**config.mk**
```make
export PLATFORM = sky130hd
export DESIGN_NAME = hsv_to_rgb_converter
export DESIGN_NICKNAME = d
export VERILOG_FILES = /design/src/sv/hsv_pkg.sv /design/src/sv/hsv_front.sv /design/src/sv/hsv_div.sv /design/src/sv/hsv_to_rgb_converter.sv
export SDC_FILE = /design/constraint.sdc
export NUM_CORES = 2
export LEC_CHECK = 0
export CAP_MARGIN = 20
export CORE_MARGIN = 3
export CORE_UTILIZATION = 55
export CTS_BUF_LIST = sky130_fd_sc_hd__clkbuf_4 sky130_fd_sc_hd__clkbuf_8 sky130_fd_sc_hd__clkbuf_16
export DETAILED_ROUTE_END_ITERATION = 6
export DONT_BUFFER_PORTS = 1
export GPL_ROUTABILITY_DRIVEN = 0
export PLACE_DENSITY = 0.75
export SETUP_SLACK_MARGIN = 0.05
export SLEW_MARGIN = 30
export SYNTH_ARGS = -nofsm -noshare
export SYNTH_HDL_FRONTEND = slang
export SYNTH_SLANG_ARGS = --single-unit
```
**constraint.sdc**
```tcl
create_clock -name clk_i -period 7.6 [get_ports clk_i]
set_input_delay 0.38 -clock clk_i [delete_from_list [all_inputs] [get_ports clk_i]]
set_output_delay 0.38 -clock clk_i [all_outputs]
set_load 0.1 [all_outputs]
```
**src/sv/hsv_pkg.sv**
```systemverilog
package hsv_pkg;

  localparam int FracBits   = 12;
  localparam int NumStages  = 6;
  localparam int NumW       = 20;
  localparam int ProdW      = 32;
  localparam int DenShift   = 6;
  localparam int MW         = ProdW - DenShift;
  localparam int RecipShift = 38;
  localparam int RecipW     = 25;
  localparam int MulW       = MW + RecipW;
  localparam int RemW       = 15;

  localparam logic [FracBits-1:0] FullScale = {FracBits{1'b1}};
  localparam logic [ProdW-1:0]    Half      = ProdW'(300000);
  localparam logic [MW-1:0]       DenOdd    = MW'(9375);
  localparam logic [RecipW-1:0]   Recip     = RecipW'((64'd1 << RecipShift) / 64'd9375);

  typedef struct packed {
    logic [8:0] hue_deg;
    logic [6:0] sat_pct;
    logic [6:0] val_pct;
    logic [7:0] alpha_in;
  } hsv_pix_t;

  typedef struct packed {
    logic [11:0] red_out;
    logic [11:0] green_out;
    logic [11:0] blue_out;
    logic [7:0]  alpha_out;
  } hsv_rgb_t;

  typedef struct packed {
    logic [NumW-1:0] r;
    logic [NumW-1:0] g;
    logic [NumW-1:0] b;
  } hsv_num_t;

  typedef struct packed {
    logic [NumStages-1:0] en;
  } hsv_adv_t;

endpackage

```
**src/sv/hsv_front.sv**
```systemverilog
module hsv_front import hsv_pkg::*; (
  input  logic     clk_i,
  input  hsv_adv_t adv_i,
  input  hsv_pix_t pix_i,
  output hsv_num_t num_o
);

  typedef enum logic [2:0] {
    SecRy = 3'd0,
    SecYg = 3'd1,
    SecGc = 3'd2,
    SecCb = 3'd3,
    SecBm = 3'd4,
    SecMr = 3'd5
  } hsv_sector_e;

  logic [6:0]  sat_c, val_c, t_c;
  logic [8:0]  t_full;
  hsv_sector_e sec_d, sec_q;
  logic [5:0]  ramp_d, ramp_q;
  logic [13:0] sv_d, sv_q, vms_d, vms_q;

  logic [NumW-1:0] cn, xn, mn;
  hsv_num_t        num_d, num_q;

  always_comb begin
    sat_c = (pix_i.sat_pct > 7'd100) ? 7'd100 : pix_i.sat_pct;
    val_c = (pix_i.val_pct > 7'd100) ? 7'd100 : pix_i.val_pct;

    if (pix_i.hue_deg >= 9'd480) begin
      t_full = pix_i.hue_deg - 9'd480;
    end else if (pix_i.hue_deg >= 9'd360) begin
      t_full = pix_i.hue_deg - 9'd360;
    end else if (pix_i.hue_deg >= 9'd240) begin
      t_full = pix_i.hue_deg - 9'd240;
    end else if (pix_i.hue_deg >= 9'd120) begin
      t_full = pix_i.hue_deg - 9'd120;
    end else begin
      t_full = pix_i.hue_deg;
    end
    t_c    = t_full[6:0];
    ramp_d = (t_c <= 7'd60) ? t_c[5:0] : 6'(7'd120 - t_c);

    if (pix_i.hue_deg < 9'd60) begin
      sec_d = SecRy;
    end else if (pix_i.hue_deg < 9'd120) begin
      sec_d = SecYg;
    end else if (pix_i.hue_deg < 9'd180) begin
      sec_d = SecGc;
    end else if (pix_i.hue_deg < 9'd240) begin
      sec_d = SecCb;
    end else if (pix_i.hue_deg < 9'd300) begin
      sec_d = SecBm;
    end else begin
      sec_d = SecMr;
    end

    sv_d  = 14'(sat_c) * 14'(val_c);
    vms_d = 14'(val_c) * 14'(7'd100 - sat_c);
  end

  always_ff @(posedge clk_i) begin
    if (adv_i.en[0]) begin
      sec_q  <= sec_d;
      ramp_q <= ramp_d;
      sv_q   <= sv_d;
      vms_q  <= vms_d;
    end
  end

  always_comb begin
    cn = NumW'(sv_q) * NumW'(60);
    xn = NumW'(sv_q) * NumW'(ramp_q);
    mn = NumW'(vms_q) * NumW'(60);
    case (sec_q)
      SecRy: begin
        num_d.r = cn + mn;
        num_d.g = xn + mn;
        num_d.b = mn;
      end
      SecYg: begin
        num_d.r = xn + mn;
        num_d.g = cn + mn;
        num_d.b = mn;
      end
      SecGc: begin
        num_d.r = mn;
        num_d.g = cn + mn;
        num_d.b = xn + mn;
      end
      SecCb: begin
        num_d.r = mn;
        num_d.g = xn + mn;
        num_d.b = cn + mn;
      end
      SecBm: begin
        num_d.r = xn + mn;
        num_d.g = mn;
        num_d.b = cn + mn;
      end
      default: begin
        num_d.r = cn + mn;
        num_d.g = mn;
        num_d.b = xn + mn;
      end
    endcase
  end

  always_ff @(posedge clk_i) begin
    if (adv_i.en[1]) begin
      num_q <= num_d;
    end
  end

  assign num_o = num_q;

endmodule

```
**src/sv/hsv_div.sv**
```systemverilog
module hsv_div import hsv_pkg::*; (
  input  logic                clk_i,
  input  hsv_adv_t            adv_i,
  input  logic [NumW-1:0]     num_i,
  output logic [FracBits-1:0] q_o
);

  logic [ProdW-1:0]    prod;
  logic [MW-1:0]       m3_d, m3_q, m4_q, diff;
  logic [MulW-1:0]     mr;
  logic [FracBits-1:0] q0_d, q0_q, q05_q, q_d, q_q;
  logic [RemW-1:0]     rem_d, rem_q;

  always_comb begin
    prod = ProdW'(num_i) * ProdW'(FullScale) + Half;
    m3_d = prod[ProdW-1:DenShift];
  end

  always_ff @(posedge clk_i) begin
    if (adv_i.en[2]) begin
      m3_q <= m3_d;
    end
  end

  always_comb begin
    mr   = MulW'(m3_q) * MulW'(Recip);
    q0_d = mr[RecipShift +: FracBits];
  end

  always_ff @(posedge clk_i) begin
    if (adv_i.en[3]) begin
      q0_q <= q0_d;
      m4_q <= m3_q;
    end
  end

  always_comb begin
    diff  = m4_q - MW'(q0_q) * DenOdd;
    rem_d = diff[RemW-1:0];
  end

  always_ff @(posedge clk_i) begin
    if (adv_i.en[4]) begin
      q05_q <= q0_q;
      rem_q <= rem_d;
    end
  end

  assign q_d = q05_q + FracBits'(rem_q >= DenOdd[RemW-1:0]);

  always_ff @(posedge clk_i) begin
    if (adv_i.en[5]) begin
      q_q <= q_d;
    end
  end

  assign q_o = q_q;

endmodule

```
**src/sv/hsv_to_rgb_converter.sv**
```systemverilog
// Channel | Direction | Handshake                | Payload
// in      | input     | in_valid_i / in_stall_o  | in_pix_i  (hsv_pix_t)
// out     | output    | out_valid_o / out_stall_i | out_rgb_o (hsv_rgb_t)
//
// Accepts one pixel per cycle while in_stall_o is low.
// The six register stages (sector and products, numerator select, scale,
// reciprocal multiply, remainder, correction) set the latency.
// Reset clears only the stage valid bits; data registers keep their contents.
// A stall fills empty stages first, so in_stall_o rises only when every stage holds a pixel.
module hsv_to_rgb_converter import hsv_pkg::*; (
  input  logic     clk_i,
  input  logic     rst_ni,
  input  logic     in_valid_i,
  output logic     in_stall_o,
  input  hsv_pix_t in_pix_i,
  output logic     out_valid_o,
  input  logic     out_stall_i,
  output hsv_rgb_t out_rgb_o
);

  logic [NumStages-1:0] valid_q, ready;
  logic [7:0]           alpha_q [NumStages];
  hsv_adv_t             adv;
  hsv_num_t             num;
  logic [FracBits-1:0]  red, green, blue;

  always_comb begin
    ready[NumStages-1] = !valid_q[NumStages-1] || !out_stall_i;
    for (int k = NumStages - 2; k >= 0; k--) begin
      ready[k] = !valid_q[k] || ready[k+1];
    end
    adv.en = ready;
  end

  always_ff @(posedge clk_i or negedge rst_ni) begin
    if (!rst_ni) begin
      valid_q <= '0;
    end else begin
      if (ready[0]) begin
        valid_q[0] <= in_valid_i;
      end
      for (int k = 1; k < NumStages; k++) begin
        if (ready[k]) begin
          valid_q[k] <= valid_q[k-1];
        end
      end
    end
  end

  always_ff @(posedge clk_i) begin
    if (ready[0]) begin
      alpha_q[0] <= in_pix_i.alpha_in;
    end
    for (int k = 1; k < NumStages; k++) begin
      if (ready[k]) begin
        alpha_q[k] <= alpha_q[k-1];
      end
    end
  end

  hsv_front u_front (
    .clk_i (clk_i),
    .adv_i (adv),
    .pix_i (in_pix_i),
    .num_o (num)
  );

  hsv_div u_div_r (
    .clk_i (clk_i),
    .adv_i (adv),
    .num_i (num.r),
    .q_o   (red)
  );

  hsv_div u_div_g (
    .clk_i (clk_i),
    .adv_i (adv),
    .num_i (num.g),
    .q_o   (green)
  );

  hsv_div u_div_b (
    .clk_i (clk_i),
    .adv_i (adv),
    .num_i (num.b),
    .q_o   (blue)
  );

  assign in_stall_o            = !ready[0];
  assign out_valid_o           = valid_q[NumStages-1];
  assign out_rgb_o.red_out     = red;
  assign out_rgb_o.green_out   = green;
  assign out_rgb_o.blue_out    = blue;
  assign out_rgb_o.alpha_out   = alpha_q[NumStages-1];

endmodule

```
==> run_results.csv <==
group,metric,value,unit
worst_setup_path,r2r_end,"u_div_b.q0_q[11]",
yosys,ys_warn_count,0,
worst_setup_path,r2r_setup_slack,0.43,ns
worst_setup_path,crit_path_start_kind,"flop",
worst_setup_path,setup.worst_path.end_class,"flop",
timing,drv_slew,0,
yosys,syn_area,78390,µm²
detailed_routing,dr.pass1.iters,6,
timing,slew_headroom,0.3565,
detailed_routing,drc_errors,0,
floorplan,die_w,383.5,µm
timing,clock.fmax,0.1395,GHz
placement,place_hpwl,149.5,mm
worst_setup_path,critPathRequiredTime,7.99,ns
floorplan,initial_core_util,0.5577,
yosys,ys_ff_latch,426,
yosys,synth-edff-count,420,
worst_setup_path,cp.buffers_inverters,3,
clock_network,clk_latency,0.67,ns
worst_setup_path,ff2ff_path_depth,23,
worst_setup_path,slowest_stage,"fa_1",
detailed_routing,vias,50110,
yosys,syn_area_per_cell,10.69,µm²
worst_setup_path,critPathMaxFanout,6,
grt,grt_pass1_vias,54620,
worst_setup_path,crit_top_cell,"fa_1",
placement,io_buffers,0,
final_layout,area_delta_synth_final,5.736,%
final_layout,drive_above_1_share,0.02169,
yosys,ys_top_cells_by_area,"fa_1 38%, ha_1 19%, edfxtp_1 16%",
worst_setup_path,arrival,7.56,ns
timing,post-route-period-util,0.9435,
yosys,synth_cell_types,82,
timing,fin_tns_setup,0,ns
timing,fin_crit,7.171,ns
worst_setup_path,critPathTopFamily,"adder cells",
grt,grt_max_degree,90,
timing,tightest_slew,0.9594,ns
floorplan,die-area,147100,µm²
floorplan,io-pin-count,81,
yosys,ys_seq_area_frac,0.1628,
clock_network,cts_setup_buffers,0,
worst_setup_path,crit_type,"reg -> reg",
worst_setup_path,cp_cell_sequence,"inv_1 > fa_1 > xor2_1 > ha_1 > o21bai_1 > fa_1 > fa_1 > fa_1 > fa_1 > inv_1 > fa_1 > inv_1 > ha_1 > nand4_1 > nor2_1 > nand2_1 > nor4_1 > a211o_1 > a41oi_2 > a211oi_1 > nand4_1 > a311oi_1 > xnor2_1",
clock_network,cts_tree,"done",
grt,grt_util_all_layers,0.2401,
yosys,async_reset_ff_frac,0.01408,
yosys,synth_top_cell_area_share,0.3785,
detailed_routing,wl_per_cell,18.31,µm
detailed_routing,ant_nets,0,
clock_network,cts.root.buffer_cell,"clkbuf_16",
detailed_routing,routed_wl,170.3,mm
clock_network,cts_buffer_depth,3,
worst_setup_path,r2r_start,"u_div_b.m3_q[8]",
grt,overflow,0,
timing,setup_viol,0,
detailed_routing,drtIter0Drc,3482,
yosys,syn_inst,7336,
floorplan,die_h,383.5,µm
worst_setup_path,crit_end,"u_div_b.q0_q[11]",
floorplan,core.rowCount,137,
grt,antenna_found_initial,1,
final_layout,fill_cells,11340,
clock_network,path_clk_slew,0.07,ns
worst_setup_path,cp-startpoint,"u_div_b.m3_q[8]",
clock_network,cts_sinks,426,
detailed_routing,viasPerCell,5.388,
final_layout,fin_nets,10080,
clock_network,cts-htree-levels,2,
worst_setup_path,cp_num_cells,23,
run,drv_cap,0,
yosys,synthFlopType,"edfxtp_1",
timing,rsz0062_at_grt,"false",
yosys,synth_top_area_cell,"fa_1",
outcome,status,"finished, final reports clean",
timing,finalHoldViolCount,0,
min_path,hold_path_class,"in -> reg",
timing,clock_skew,0.03874,ns
worst_setup_path,cpPeakStageDelay,0.57,ns
grt,grt_pass1_wl,282.0,mm
floorplan,core_region_area,140600,µm²
clock_network,cts_buffers,54,
==> cells by family (layout without fill, tap and decap cells) <==
group	count (synthesis)	after routing	share of synthesized area
buf+inv	2132	2207	0.1021
simple gates	880	880	0.05179
compound gates	825	825	0.06996
mux	19	19	0.002458
xor+xnor	384	384	0.04300
fa+ha+maj	2668	2668	0.5678
flops	426	426	0.1628
other cells	2	16	0.00009580
==> through the flow <==
| step | hold slack [ns] | utilization | setup WS, ns | instance area [µm²] | instances |
|---|---|---|---|---|---|
| 6_report | 0.05795 | 0.5897 | 0.4292 | 82890 | 9301 |
| 3_5_place_dp | 0.08457 | 0.5743 | 0.4347 | 80730 | 9183 |
| 3_3_place_gp | 0.08457 | 0.5743 | 0.4839 | 80720 | 9183 |
| 5_1_grt | 0.03842 | 0.5897 | 0.06382 | 82880 | 9300 |
| 2_1_floorplan | 0.08441 | - | 0.9672 | 78440 | 7349 |
| 4_1_cts | 0.01446 | 0.5896 | 0.4052 | 82870 | 9300 |
==> final cells by class <==
cell class | instances | area, µm² | share of cell area
repair buffers | 34 | 296.5 | 0.003578
well taps | 1876 | 2347 | 0.02832
clock buffers | 67 | 1498 | 0.01807
inverters | 2071 | 7776 | 0.09382
multi-input cells | 4791 | 57710 | 0.6963
flip-flops and latches | 426 | 12760 | 0.1540
diodes | 1 | 2.502 | 0.00003019
clock inverters | 35 | 493.0 | 0.005948
==> placed cells by master (no fill, tap or decap), types with 107 or more instances in the layout <==
master,count
a21oi_1,204
a21o_1,107
nor2_1,258
o21ai_0,144
xnor2_1,266
edfxtp_1,420
fa_1,1482
inv_1,2066
xor2_1,116
nand2_1,279
ha_1,1186
==> worst min path at each step <==
stage	start	end	slack, ns	depth (start not counted)
final	in_pix_i[30]	u_front.sec_q[0]	0.06	2
after floorplan	rst_ni	valid_q[0]	0.08	0
after global routing	in_pix_i[30]	u_front.sec_q[0]	0.04	2
after detailed placement	rst_ni	valid_q[2]	0.08	0
after CTS	in_pix_i[30]	u_front.sec_q[0]	0.01	2
after global placement	rst_ni	valid_q[0]	0.08	0
==> flip-flops by register name, indices dropped and copies added, names as in the netlist, 12 cells and up <==
| register | flops |
|---|---|
| alpha_q | 48 |
| u_div_b.rem_q | 15 |
| u_div_g.q0_q | 12 |
| u_div_r.q0_q | 12 |
| u_front.sv_q | 13 |
| u_front.vms_q | 14 |
| u_div_r.m4_q | 15 |
| u_div_b.q05_q | 12 |
| u_div_b.q0_q | 12 |
| u_div_r.m3_q | 26 |
| u_div_r.q05_q | 12 |
| u_div_g.m3_q | 26 |
| u_div_g.q_o | 12 |
| u_div_b.q_o | 12 |
| u_front.num_o | 60 |
| u_div_r.rem_q | 15 |
| u_div_g.q05_q | 12 |
| u_div_g.rem_q | 15 |
| u_div_r.q_o | 12 |
| u_div_b.m3_q | 26 |
| u_div_b.m4_q | 15 |
| u_div_g.m4_q | 15 |
==> synth_stat cells (10+ instances only) <==
master    count
nand4_1      16
a21oi_1     204
o31ai_1      17
o21bai_1     46
nand2_1     282
inv_1      2069
o21ai_1      30
nor2_1      258
mux2i_1      17
nand2b_1     43
o21ai_0     144
nor3_1       52
a211oi_1     28
fa_1       1482
a22oi_1      10
ha_1       1186
a221oi_1     10
clkbuf_1     57
a211o_1      17
xor2_1      116
edfxtp_1    420
xnor2_1     267
o21a_1       47
nand3_1      55
a31oi_1      22
a21boi_0     12
or2_2        13
o22ai_1      10
and3_1       45
and2_1       57
nor2b_1      27
o211ai_1     18
a21o_1      107
==> per-layer routing <==
layer  GRT usage  vias up  share of wire
met2      0.3951     1628           0.47
met3     0.04387      356          0.074
li1            -    23000              -
met5           0        -              0
met4     0.07760        0          0.036
met1      0.3232    25130           0.42
==> what timing repair did <==
| action | CTS | global route |
|---|---|---|
| hold buffers | 15 | 0 |
| setup endpoints to repair | 0 | 1 |
| gates resized for setup | 0 | 1 |
| hold endpoints to repair | 19 | 0 |
Power is not shown: default switching activity piles up to over one toggle a cycle in this logic, so the estimate is an artifact.
